`src/rtl/core/csrs_pkg.sv`:
```
`timescale 1ns / 1ps
package csrs_pkg;
  localparam int unsigned WRITE_QUEUE_DEPTH_DEF = 8;
  localparam int unsigned READ_QUEUE_DEPTH_DEF = 8;
  localparam int unsigned POLL_TABLE_SIZE_DEF = 8;

  localparam logic [1:0] MODE_WRITE = 2'd0;
  localparam logic [1:0] MODE_READ = 2'd1;
  localparam logic [1:0] MODE_SLOT = 2'd2;

  localparam logic [1:0] ACT_NONE = 2'd0;
  localparam logic [1:0] ACT_DOWNLOAD = 2'd1;
  localparam logic [1:0] ACT_UPLOAD = 2'd2;
  localparam logic [1:0] ACT_POLL = 2'd3;

  localparam logic CFG_REMOTE_NODE = 1'b0;
  localparam logic CFG_POLL_PERIOD = 1'b1;

  localparam logic [2:0] SIZE_1 = 3'd1;
  localparam logic [2:0] SIZE_2 = 3'd2;
  localparam logic [2:0] SIZE_4 = 3'd4;

  typedef struct packed {
    logic [1:0]  mode;
    logic [6:0]  node;
    logic [15:0] index;
    logic [7:0]  subindex;
    logic [2:0]  size;
    logic [31:0] value;
    logic [31:0] now;
    logic        idle;
  } item_t;

  function automatic logic [15:0] poll_index(input logic [2:0] t);
    logic [15:0] r;
    case (t)
      3'd0: r = 16'h1000;
      3'd1: r = 16'h1001;
      3'd6: r = 16'h6041;
      3'd7: r = 16'h6061;
      default: r = 16'h1018;
    endcase
    return r;
  endfunction

  function automatic logic [7:0] poll_sub(input logic [2:0] t);
    logic [7:0] r;
    case (t)
      3'd2: r = 8'd1;
      3'd3: r = 8'd2;
      3'd4: r = 8'd3;
      3'd5: r = 8'd4;
      default: r = 8'd0;
    endcase
    return r;
  endfunction
endpackage

```
`src/rtl/core/coalescing_sdo_request_scheduler_core.sv`:
```
`timescale 1ns / 1ps
// Channel  | Handshake          | Payload
// request  | start / busy       | mode node_id obj_index obj_subindex size value now_ms engine_idle
// result   | done (1 cycle)     | accepted action out_* write_fill read_fill drop_total
// config   | cfg_we / cfg_index | cfg_data
// The front part pushes each transaction into a two-entry queue while the queue
// is not full; the back part handles one queued transaction at a time in two
// steps (key match, then update). Reset is synchronous; queues and counters
// empty, registers at 1 and 100. busy is high while the queue is full.
// The receiver cannot stall; done lasts exactly one cycle.
module coalescing_sdo_request_scheduler_core #(
  parameter int unsigned WRITE_QUEUE_DEPTH = csrs_pkg::WRITE_QUEUE_DEPTH_DEF,
  parameter int unsigned READ_QUEUE_DEPTH = csrs_pkg::READ_QUEUE_DEPTH_DEF,
  parameter int unsigned POLL_TABLE_SIZE = csrs_pkg::POLL_TABLE_SIZE_DEF
) (
  input  logic clk,
  input  logic rst,
  input  logic start,
  output logic busy,
  input  logic [1:0] mode,
  input  logic [6:0] node_id,
  input  logic [15:0] obj_index,
  input  logic [7:0] obj_subindex,
  input  logic [2:0] size,
  input  logic [31:0] value,
  input  logic [31:0] now_ms,
  input  logic engine_idle,
  input  logic cfg_we,
  input  logic cfg_index,
  input  logic [15:0] cfg_data,
  output logic done,
  output logic accepted,
  output logic [1:0] action,
  output logic [6:0] out_node,
  output logic [15:0] out_index,
  output logic [7:0] out_subindex,
  output logic [2:0] out_size,
  output logic [31:0] out_value,
  output logic [3:0] write_fill,
  output logic [3:0] read_fill,
  output logic [15:0] drop_total
);
  import csrs_pkg::*;
  logic [6:0] remote_node;
  logic [15:0] poll_period;
  logic q_push, q_full, q_valid, q_pop;
  item_t q_in, q_out;

  always_ff @(posedge clk) begin
    if (rst) begin
      remote_node <= 7'd1;
      poll_period <= 16'd100;
    end else if (cfg_we) begin
      case (cfg_index)
        CFG_REMOTE_NODE: remote_node <= cfg_data[6:0];
        CFG_POLL_PERIOD: poll_period <= cfg_data;
        default: ;
      endcase
    end
  end

  assign busy = q_full;

  csrs_front u_front (
    .clk, .rst, .start, .mode, .node_id, .obj_index, .obj_subindex, .size,
    .value, .now_ms, .engine_idle, .q_full, .q_push, .q_item(q_in)
  );

  csrs_queue u_queue (
    .clk, .rst, .push(q_push), .din(q_in), .full(q_full), .valid(q_valid),
    .pop(q_pop), .dout(q_out)
  );

  csrs_back #(
    .WQD(WRITE_QUEUE_DEPTH), .RQD(READ_QUEUE_DEPTH), .PTS(POLL_TABLE_SIZE)
  ) u_back (
    .clk, .rst, .q_valid, .q_item(q_out), .q_pop, .remote_node,
    .poll_period_ms(poll_period), .done, .accepted, .action, .out_node,
    .out_index, .out_subindex, .out_size, .out_value, .write_fill,
    .read_fill, .drop_total
  );
endmodule

```
`src/rtl/core/csrs_front.sv`:
```
`timescale 1ns / 1ps
module csrs_front (
  input  logic clk,
  input  logic rst,
  input  logic start,
  input  logic [1:0] mode,
  input  logic [6:0] node_id,
  input  logic [15:0] obj_index,
  input  logic [7:0] obj_subindex,
  input  logic [2:0] size,
  input  logic [31:0] value,
  input  logic [31:0] now_ms,
  input  logic engine_idle,
  input  logic q_full,
  output logic q_push,
  output csrs_pkg::item_t q_item
);
  import csrs_pkg::*;
  always_comb begin
    q_push = start && !q_full;
    q_item.mode = mode;
    q_item.node = node_id;
    q_item.index = obj_index;
    q_item.subindex = obj_subindex;
    q_item.size = size;
    q_item.value = value;
    q_item.now = now_ms;
    q_item.idle = engine_idle;
  end
  logic unused;
  assign unused = clk ^ rst;
endmodule

```
`src/rtl/core/csrs_back.sv`:
```
`timescale 1ns / 1ps
module csrs_back #(
  parameter int unsigned WQD = csrs_pkg::WRITE_QUEUE_DEPTH_DEF,
  parameter int unsigned RQD = csrs_pkg::READ_QUEUE_DEPTH_DEF,
  parameter int unsigned PTS = csrs_pkg::POLL_TABLE_SIZE_DEF
) (
  input  logic clk,
  input  logic rst,
  input  logic q_valid,
  input  csrs_pkg::item_t q_item,
  output logic q_pop,
  input  logic [6:0] remote_node,
  input  logic [15:0] poll_period_ms,
  output logic done,
  output logic accepted,
  output logic [1:0] action,
  output logic [6:0] out_node,
  output logic [15:0] out_index,
  output logic [7:0] out_subindex,
  output logic [2:0] out_size,
  output logic [31:0] out_value,
  output logic [3:0] write_fill,
  output logic [3:0] read_fill,
  output logic [15:0] drop_total
);
  import csrs_pkg::*;
  localparam int WW = (WQD > 1) ? $clog2(WQD) : 1;
  localparam int RW = (RQD > 1) ? $clog2(RQD) : 1;
  localparam int PW = (PTS > 1) ? $clog2(PTS) : 1;
  localparam int WCW = $clog2(WQD + 1);
  localparam int RCW = $clog2(RQD + 1);

  typedef enum logic {ST_LOOK, ST_ACT} state_t;
  state_t state;

  logic [30:0] wkey [WQD];
  logic [34:0] wpay [WQD];
  logic [30:0] rkey [RQD];
  logic [WW-1:0] whead, wtail;
  logic [RW-1:0] rhead, rtail;
  logic [WCW-1:0] wcount;
  logic [RCW-1:0] rcount;
  logic [31:0] next_poll;
  logic [PW-1:0] pptr;
  logic [15:0] dropped;
  logic whit, rhit;
  logic [WW-1:0] wslot;
  logic [30:0] key;
  item_t it;
  logic [2:0] tix;

  assign it = q_item;
  assign key = {it.node, it.index, it.subindex};
  assign q_pop = (state == ST_ACT);

  always_ff @(posedge clk) begin
    whit <= 1'b0;
    rhit <= 1'b0;
    wslot <= '0;
    for (int i = 0; i < WQD; i++) begin
      if (wkey[i] == key && (wcount == WCW'(WQD) ||
          ((whead >= wtail) ? (WW'(i) >= wtail && WW'(i) < whead)
                            : (WW'(i) >= wtail || WW'(i) < whead)))) begin
        whit <= 1'b1;
        wslot <= WW'(i);
      end
    end
    for (int i = 0; i < RQD; i++) begin
      if (rkey[i] == key && (rcount == RCW'(RQD) ||
          ((rhead >= rtail) ? (RW'(i) >= rtail && RW'(i) < rhead)
                            : (RW'(i) >= rtail || RW'(i) < rhead)))) begin
        rhit <= 1'b1;
      end
    end
  end

  assign tix = 3'(pptr);
  assign write_fill = 4'(wcount);
  assign read_fill = 4'(rcount);
  assign drop_total = dropped;

  always_ff @(posedge clk) begin
    if (rst) begin
      state <= ST_LOOK;
      whead <= '0; wtail <= '0; wcount <= '0;
      rhead <= '0; rtail <= '0; rcount <= '0;
      next_poll <= '0; pptr <= '0; dropped <= '0;
      done <= 1'b0;
    end else begin
      done <= 1'b0;
      unique case (state)
        ST_LOOK: begin
          if (q_valid) state <= ST_ACT;
        end
        ST_ACT: begin
          state <= ST_LOOK;
          done <= 1'b1;
          accepted <= 1'b0;
          action <= ACT_NONE;
          out_node <= '0; out_index <= '0; out_subindex <= '0;
          out_size <= '0; out_value <= '0;
          unique case (it.mode)
            MODE_WRITE: begin
              if (it.node != '0 && it.index != '0 &&
                  (it.size == SIZE_1 || it.size == SIZE_2 || it.size == SIZE_4)) begin
                if (whit) begin
                  wpay[wslot] <= {it.size, it.value};
                  accepted <= 1'b1;
                end else if (wcount == WCW'(WQD)) begin
                  dropped <= dropped + 16'd1;
                end else begin
                  wkey[whead] <= key;
                  wpay[whead] <= {it.size, it.value};
                  whead <= (whead == WW'(WQD - 1)) ? '0 : whead + 1'b1;
                  wcount <= wcount + 1'b1;
                  accepted <= 1'b1;
                end
              end
            end
            MODE_READ: begin
              if (it.node != '0 && it.index != '0) begin
                if (rhit) begin
                  accepted <= 1'b1;
                end else if (rcount == RCW'(RQD)) begin
                  dropped <= dropped + 16'd1;
                end else begin
                  rkey[rhead] <= key;
                  rhead <= (rhead == RW'(RQD - 1)) ? '0 : rhead + 1'b1;
                  rcount <= rcount + 1'b1;
                  accepted <= 1'b1;
                end
              end
            end
            MODE_SLOT: begin
              if (it.idle) begin
                if (wcount != '0) begin
                  wtail <= (wtail == WW'(WQD - 1)) ? '0 : wtail + 1'b1;
                  wcount <= wcount - 1'b1;
                  action <= ACT_DOWNLOAD;
                  {out_node, out_index, out_subindex} <= wkey[wtail];
                  {out_size, out_value} <= wpay[wtail];
                end else if (rcount != '0) begin
                  rtail <= (rtail == RW'(RQD - 1)) ? '0 : rtail + 1'b1;
                  rcount <= rcount - 1'b1;
                  action <= ACT_UPLOAD;
                  {out_node, out_index, out_subindex} <= rkey[rtail];
                end else if (it.now >= next_poll) begin
                  next_poll <= it.now + {16'd0, poll_period_ms};
                  action <= ACT_POLL;
                  out_node <= remote_node;
                  out_index <= poll_index(tix);
                  out_subindex <= poll_sub(tix);
                  pptr <= (pptr == PW'(PTS - 1)) ? '0 : pptr + 1'b1;
                end
              end
            end
            default: ;
          endcase
        end
        default: state <= ST_LOOK;
      endcase
    end
  end
endmodule

```
`src/rtl/core/csrs_queue.sv`:
```
`timescale 1ns / 1ps
module csrs_queue (
  input  logic clk,
  input  logic rst,
  input  logic push,
  input  csrs_pkg::item_t din,
  output logic full,
  output logic valid,
  input  logic pop,
  output csrs_pkg::item_t dout
);
  import csrs_pkg::*;
  item_t mem [2];
  logic wp, rp;
  logic [1:0] cnt;
  assign full = (cnt == 2'd2);
  assign valid = (cnt != 2'd0);
  assign dout = mem[rp];
  always_ff @(posedge clk) begin
    if (push) mem[wp] <= din;
    if (rst) begin
      wp <= 1'b0; rp <= 1'b0; cnt <= '0;
    end else begin
      if (push) wp <= ~wp;
      if (pop) rp <= ~rp;
      cnt <= cnt + {1'b0, push} - {1'b0, pop};
    end
  end
endmodule
```
`config.mk`:
```
export PLATFORM = sky130hd
export DESIGN_NAME = coalescing_sdo_request_scheduler_core
export DESIGN_NICKNAME = d
export VERILOG_FILES = /design/src/rtl/core/csrs_pkg.sv /design/src/rtl/core/coalescing_sdo_request_scheduler_core.sv /design/src/rtl/core/csrs_front.sv /design/src/rtl/core/csrs_back.sv /design/src/rtl/core/csrs_queue.sv
export SDC_FILE = /design/constraint.sdc
export NUM_CORES = 2
export LEC_CHECK = 0
export ABC_AREA = 1
export BUFFER_PORTS_ARGS = -buffer_cell sky130_fd_sc_hd__buf_2
export CAP_MARGIN = 30
export CORE_MARGIN = 1.5
export CORE_UTILIZATION = 62
export DETAILED_ROUTE_END_ITERATION = 6
export PLACE_DENSITY = 0.8
export SYNTH_ARGS = -nofsm -noshare
export SYNTH_HDL_FRONTEND = slang
export SYNTH_SLANG_ARGS = --single-unit
```
`constraint.sdc`:
```
create_clock -name clk -period 8.95 [get_ports clk]
set_input_delay 0.895 -clock clk [delete_from_list [all_inputs] [get_ports clk]]
set_output_delay 0.895 -clock clk [all_outputs]
set_load 0.02 [all_outputs]
```
Word-level counts from Yosys, hierarchy flattened
Memories as Yosys holds them, arrays and structs flattened. A register that Yosys moved wholly into a read port is not among the register bits.
Index checks and enable logic that the tools add are counted.
{"block": "word_totals", "word_cells": 341, "register_bits": 139, "ram_bits": 978, "mem_count": 4}
{"block": "classes", "reduce_logical": 100, "bitwise_logic": 13, "mux": 102, "n_lt_le_gt_ge": 35, "add_sub_neg": 13, "eq_ne": 47}
{"memory": "u_back.wpay", "words": 8, "word_bits": 35, "rd": 1, "rd_clocked_by_memory_dff": 1, "wr": 1, "line": "csrs_back.sv:37", "text": "logic [34:0] wpay [WQD];"}
{"memory": "u_back.rkey", "words": 8, "word_bits": 31, "rd": 9, "rd_clocked_by_memory_dff": 1, "wr": 1, "line": "csrs_back.sv:38", "text": "logic [30:0] rkey [RQD];"}
{"memory": "u_back.wkey", "words": 8, "word_bits": 31, "rd": 9, "rd_clocked_by_memory_dff": 1, "wr": 1, "line": "csrs_back.sv:36", "text": "logic [30:0] wkey [WQD];"}
{"memory": "u_queue.mem", "words": 2, "word_bits": 101, "rd": 1, "rd_clocked_by_memory_dff": 1, "wr": 1, "line": "csrs_queue.sv:13", "text": "item_t mem [2];"}
{"operator": "31-bit equality test", "n": 16}
{"operator": "16-bit two-way mux", "n": 9}
{"operator": "15-bit case mux with 4 select lines", "n": 1}
{"operator": "1-bit two-way mux", "n": 52}
{"operator": "4-bit two-way mux", "n": 11}
{"operator": "1-bit logical AND", "n": 35}
{"operator": "35-bit two-way mux", "n": 1}
{"operator": "35-bit OR reduction", "n": 1}
{"operator": "1-bit logical OR", "n": 34}
{"operator": "32-bit by 16-bit adder with 32-bit output", "n": 1}
{"operator": "32-bit >= comparator", "n": 1}
{"operator": "16-bit case mux with 2 select lines", "n": 1}
{"operator": "3-bit two-way mux", "n": 10}
{"operator": "3-bit equality test, second input constant", "n": 9}
{"operator": "3-bit >= comparator, first input constant", "n": 8}
{"operator": "3-bit less-than comparator, first input constant", "n": 8}
{"operator": "8-bit two-way mux", "n": 3}
{"operator": "7-bit two-way mux", "n": 3}
{"operator": "16-bit by 1-bit adder with 16-bit output, second input constant", "n": 1}
{"operator": "4-bit case mux with 2 select lines", "n": 2}
{"operator": "8-bit AND reduction", "n": 2}
{"operator": "16-bit nonzero test", "n": 1}
{"operator": "3-bit by 1-bit adder with 3-bit output, second input constant", "n": 5}
{"operator": "5-bit AND reduction", "n": 3}
{"operator": "35 further kinds", "n": 92}

Longest topological paths before layout
{"block": "logic_depth", "depth_word": 11, "mapped_depth": 22, "ltp_nobuf": 18}

By module
From an unflattened synthesis, not the netlist that was laid out.
{"block": "unflattened", "cells_unflattened": 5220, "area_unflattened_um2": 55918.6}
{"module": "csrs_back", "seq_area_each_um2": 27055.9, "cells_each": 4657, "n_inst": 1, "area_per_inst_um2": 46291.9}
{"module": "csrs_queue", "seq_area_each_um2": 6165.9, "cells_each": 345, "n_inst": 1, "area_per_inst_um2": 7961.4}
{"module": "coalescing_sdo_request_scheduler_core", "seq_area_each_um2": 460.4, "cells_each": 115, "n_inst": 1, "area_per_inst_um2": 897.1}
{"module": "csrs_front", "seq_area_each_um2": 0.0, "cells_each": 103, "n_inst": 1, "area_per_inst_um2": 768.2}

Worst setup path before layout
No wires, ideal clock.
{"block": "synth_timing", "path_type": "input -> register", "start": "input port rst", "end": "memory u_back.wpay[6][0] (enable)", "setup_ns": 0.427, "slack_ns": 2.215, "cell_stages": 6, "path_buffers": 1, "arrival_ns": 6.308, "path_cell_list": "clkbuf_1 -> nor2_1 -> nand2_1 -> nand2_4 -> nand3_4 -> nor2_1"}
{"block": "synth_between", "elab_chain_len": 4, "word_cells_on_any_way": 7, "classes_between": "6 x mux; 1 x reduce/logical"}
{"item": "from (decl)", "line": "coalescing_sdo_request_scheduler_core.sv:17", "text": "input logic rst,"}
{"item": "1-bit two-way mux", "line": "csrs_back.sv:83", "text": "if (rst) begin"}
{"item": "1-bit two-way mux (not written as such)", "line": "csrs_back.sv:113", "text": "wpay[whead] <= {it.size, it.value};"}
{"item": "35-bit OR reduction (no source line)"}
{"item": "3-bit two-way mux (no source line) / 1-bit two-way mux (equally long branches)"}
{"item": "to (decl)", "line": "csrs_back.sv:37"}
Parallel ways exist; a longest one is shown, timed or not.

==> impl_metrics.csv <==
group,metric,value,unit
global_route,number_of_global_route_vias_before_repair,38500,
global_route,first_pass_grt_wire_length,237,mm
sta,clock.fmax,222,MHz
drt,via_count,41200,
floorplanning,core_area,0.0884,mm^2
synthesis,netlist_instances,5313,
synthesis,synth.distinct_cells,58,
setup_path,timing.critical_path.from_type,"flop",
setup_path,timing.setup.critical_path_class,"flop to flop",
setup_path,crit_path_cell_trace,"inv_4 -> buf_4 -> nand2_1 -> nand2_2 -> nor2_1 -> nand3_1 -> nor2_1 -> nand2_2 -> nand4_4 -> nor2_8 -> nand2_8 -> nand2_4 -> nand3_4 -> nor2_4 -> buf_16",
min_path,min_path_type,"input pin to flop",
drt,vias_per_cell,6.12,
global_route,number_of_antenna_violations_at_the_first_check_in_global_routing,6,
sta,min_period,4510,ps
sta,number_of_pins_exceeding_their_max_slew_limit_in_the_final_report,0,
floorplanning,fp.dieH,302,um
synthesis,syn_area_per_cell,10.4,um^2
sta,fin_crit_sh,50.4,%
setup_path,worst_ep_required_time,9360,ps
cells_and_area,area_growth_syn_to_fin,11.0,%
clock_network,tritoncts.num_buffers,114,
place,port-buffer-count,216,
clock_network,clock_tree.htree_level_count,3,
drt,drt_first_pass_iters,7,
sta,setup-tns-final,0,ps
power,cellLeakagePower,0.0232,uW
cells_and_area,final_layout_size_suffix_gt1_share,11.6,%
clock_network,cts.sinks,1159,
clock_network,max-clock-path-buffers,3,
floorplanning,initial_core_util,62.5,%
synthesis,post_synth_main_area_contributors,"edfxtp_1 (57%), nand2_1 (6.7%), o21ai_0 (4.9%)",
power,irDropWorstVdd,0.268,mV
sta,setup_slack,4440,ps
cells_and_area,layout.cells.most_common,"edfxtp_1",
setup_path,critPathMaxFanout,60,
synthesis,ys_seq_area_share,61.0,%
clock_network,post-cts-setup-buffers,0,
setup_path,worstPathBufferInverterCount,3,
setup_path,arrival_time_worst_endpoint,4930,ps
outcome,status,"completed",
drt,drt_iter0_drc,5817,
power,total_power,15900,uW
sta,timing.slew.headroom,32.2,%
setup_path,worst_setup_path_end_kind,"flop",
clock_network,clk_transition_reported_paths,60,ps
power,power.density_cell_area,260,mW/mm^2
sta,fin_worst_skew,53.6,ps
clock_network,worst_skew_pair.late_latency,750,ps
drt,detail_route.wl_per_cell,23.8,um
floorplanning,fp.dieArea,0.0909,mm^2
drt,drt.antenna.violating_nets,0,
drt,drc_errors,0,
synthesis,ys.warnings.count,0,
setup_path,critical-path-slowest-cell,"nand2_2",
floorplanning,num_rows,109,
place,gp_congestion,0.962,
global_route,residual_overflow_from_global_routing,0,
clock_network,ctsRootBufferMaster,"clkbuf_16",
flow_run,cap_viol_max_count,0,
floorplanning,ios,217,
place,dp_hpwl,107,mm
place,dpl-instance-area,0.0574,mm^2
cells_and_area,stdcell_area,0.0613,mm^2
synthesis,mappedNetlistArea,0.0552,mm^2
synthesis,syn-num-nets,5519,
setup_path,critical_path.top_delay_family,"simple AND/OR/NAND/NOR gates",
synthesis,synth.top_cell.area_share,56.9,%
sta,tightestPinTransition,1010,ps
drt,routed_wirelength,161,mm
cells_and_area,final_cell_mix,"edfxtp_1 (1,047), nand2_1 (979), o21ai_0 (544)",
sta,rsz_0062_raised_after_global_routing,"false",
clock_network,tritoncts_clock_tree,"yes",
floorplanning,floorplan.die.width,302,um
global_route,grt.total_usage,35.1,%
clock_network,post_cts_resize_count,0,
cells_and_area,finish.net_count,5683,
clock_network,cts_hold_buffers,0,
sta,finalHoldViolCount,0,
place,worst_setup_timing_slack_at_the_placement_stage,4490,ps
setup_path,cp_slowest_stage_delay,610,ps
global_route,pin_count_of_the_biggest_net_entering_global_routing,83,
synthesis,synth.largest_area_cell,"edfxtp_1",
synthesis,yosys_register_bits,1159,
sta,finalSetupViolations,0,
==> state kept, by name, indices dropped and copies added, names as in the netlist, 8 cells and up, named ones only <==
| register | flops |
|---|---|
| poll_period | 16 |
| u_back.drop_total | 16 |
| u_back.next_poll | 32 |
| u_back.out_index | 16 |
| u_back.out_subindex | 8 |
| u_back.out_value | 32 |
| u_back.rkey | 248 |
| u_back.wkey | 248 |
| u_back.wpay | 280 |
| u_queue.mem | 202 |
==> Yosys cell counts (all sizes together) <==
library cell / count
nand2: 1059
edfxtp: 1047
nor2: 568
o21ai: 567
inv: 413
xor2: 273
a21oi: 235
nand3: 176
clkbuf: 161
xnor2: 120
dfxtp: 112
nor3: 105
ha: 81
buf: 72
nand4: 56
o22ai: 55
a31oi: 50
o21a: 38
o211ai: 37
or2: 23
o221ai: 15
a32o: 11
clkinv: 7
a211oi: 5
a21o: 5
nor4: 5
a31o: 3
fa: 3
and2: 2
and3: 2
o31ai: 2
a211o: 1
nand3b: 1
nor2b: 1
nor3b: 1
o211a: 1
==> per-layer routing <==
layer | global-route usage, % | part of all wire [%] | vias up | wire length (um)
met4 | 18.8 | 5.9 | 6 | 9440
met3 | 7.76 | 12 | 481 | 18800
li1 | - | - | 18600 | -
met2 | 52.8 | 44 | 2725 | 71200
met5 | 0 | 0.031 | - | 50
met1 | 47.8 | 38 | 19400 | 61000
==> final cells by class <==
| class | count | area [um^2] |
|---|---|---|
| Antenna cell | 3 | 7.51 |
| Clock buffer | 140 | 3020 |
| Clock inverter | 74 | 851 |
| Fill cell | 6323 | 27000 |
| Inverter | 420 | 1590 |
| Multi-Input combinational cell | 3501 | 18900 |
| Sequential cell | 1159 | 33700 |
| Tap cell | 1165 | 1460 |
| Timing Repair Buffer | 281 | 1780 |
==> worst paths after layout <==
check,from,end,slack [ps],cells past startpoint
setup / recovery,flop,u_back.wpay[2][28]$_DFFE_PP_,4440,15
hold reg to reg,u_queue.rp$_SDFFE_PP0P_,u_queue.rp$_SDFFE_PP0P_,480,1
setup reg to reg,flop,u_back.wpay[2][28]$_DFFE_PP_,4440,15
hold / removal,value[19],u_queue.mem[0][52]$_DFFE_PP_,350,1
==> per-stage QoR <==
stage                     util [%]  hold slack, ps  instances
after floorplan                  -             425       5313
after global placement        64.6             437       6512
after detailed placement      65.0             455       6524
after CTS                     69.3             312       6738
after global routing          69.4             336       6740
final                         69.4             347       6743
==> cells by family after synthesis <==
| kind of cell | Yosys count | synth area share (%) |
|---|---|---|
| and+or+nand+nor | 1999 | 15.6 |
| DFF | 1159 | 61.0 |
| AOI/OAI and AO/OA | 1025 | 10.2 |
| buffers and inverters | 653 | 5.05 |
| xor gates and xnor gates | 393 | 6.27 |
| adders and majority gates | 84 | 1.94 |
==> power breakdown <==
part	internal (uW)	switching (uW)	leakage [uW]
clock	2820	2150	0.00186
sequential	6610	148	0.0104
combinational	1050	3160	0.0109
Note: power is estimated with default switching activity, not from simulation.
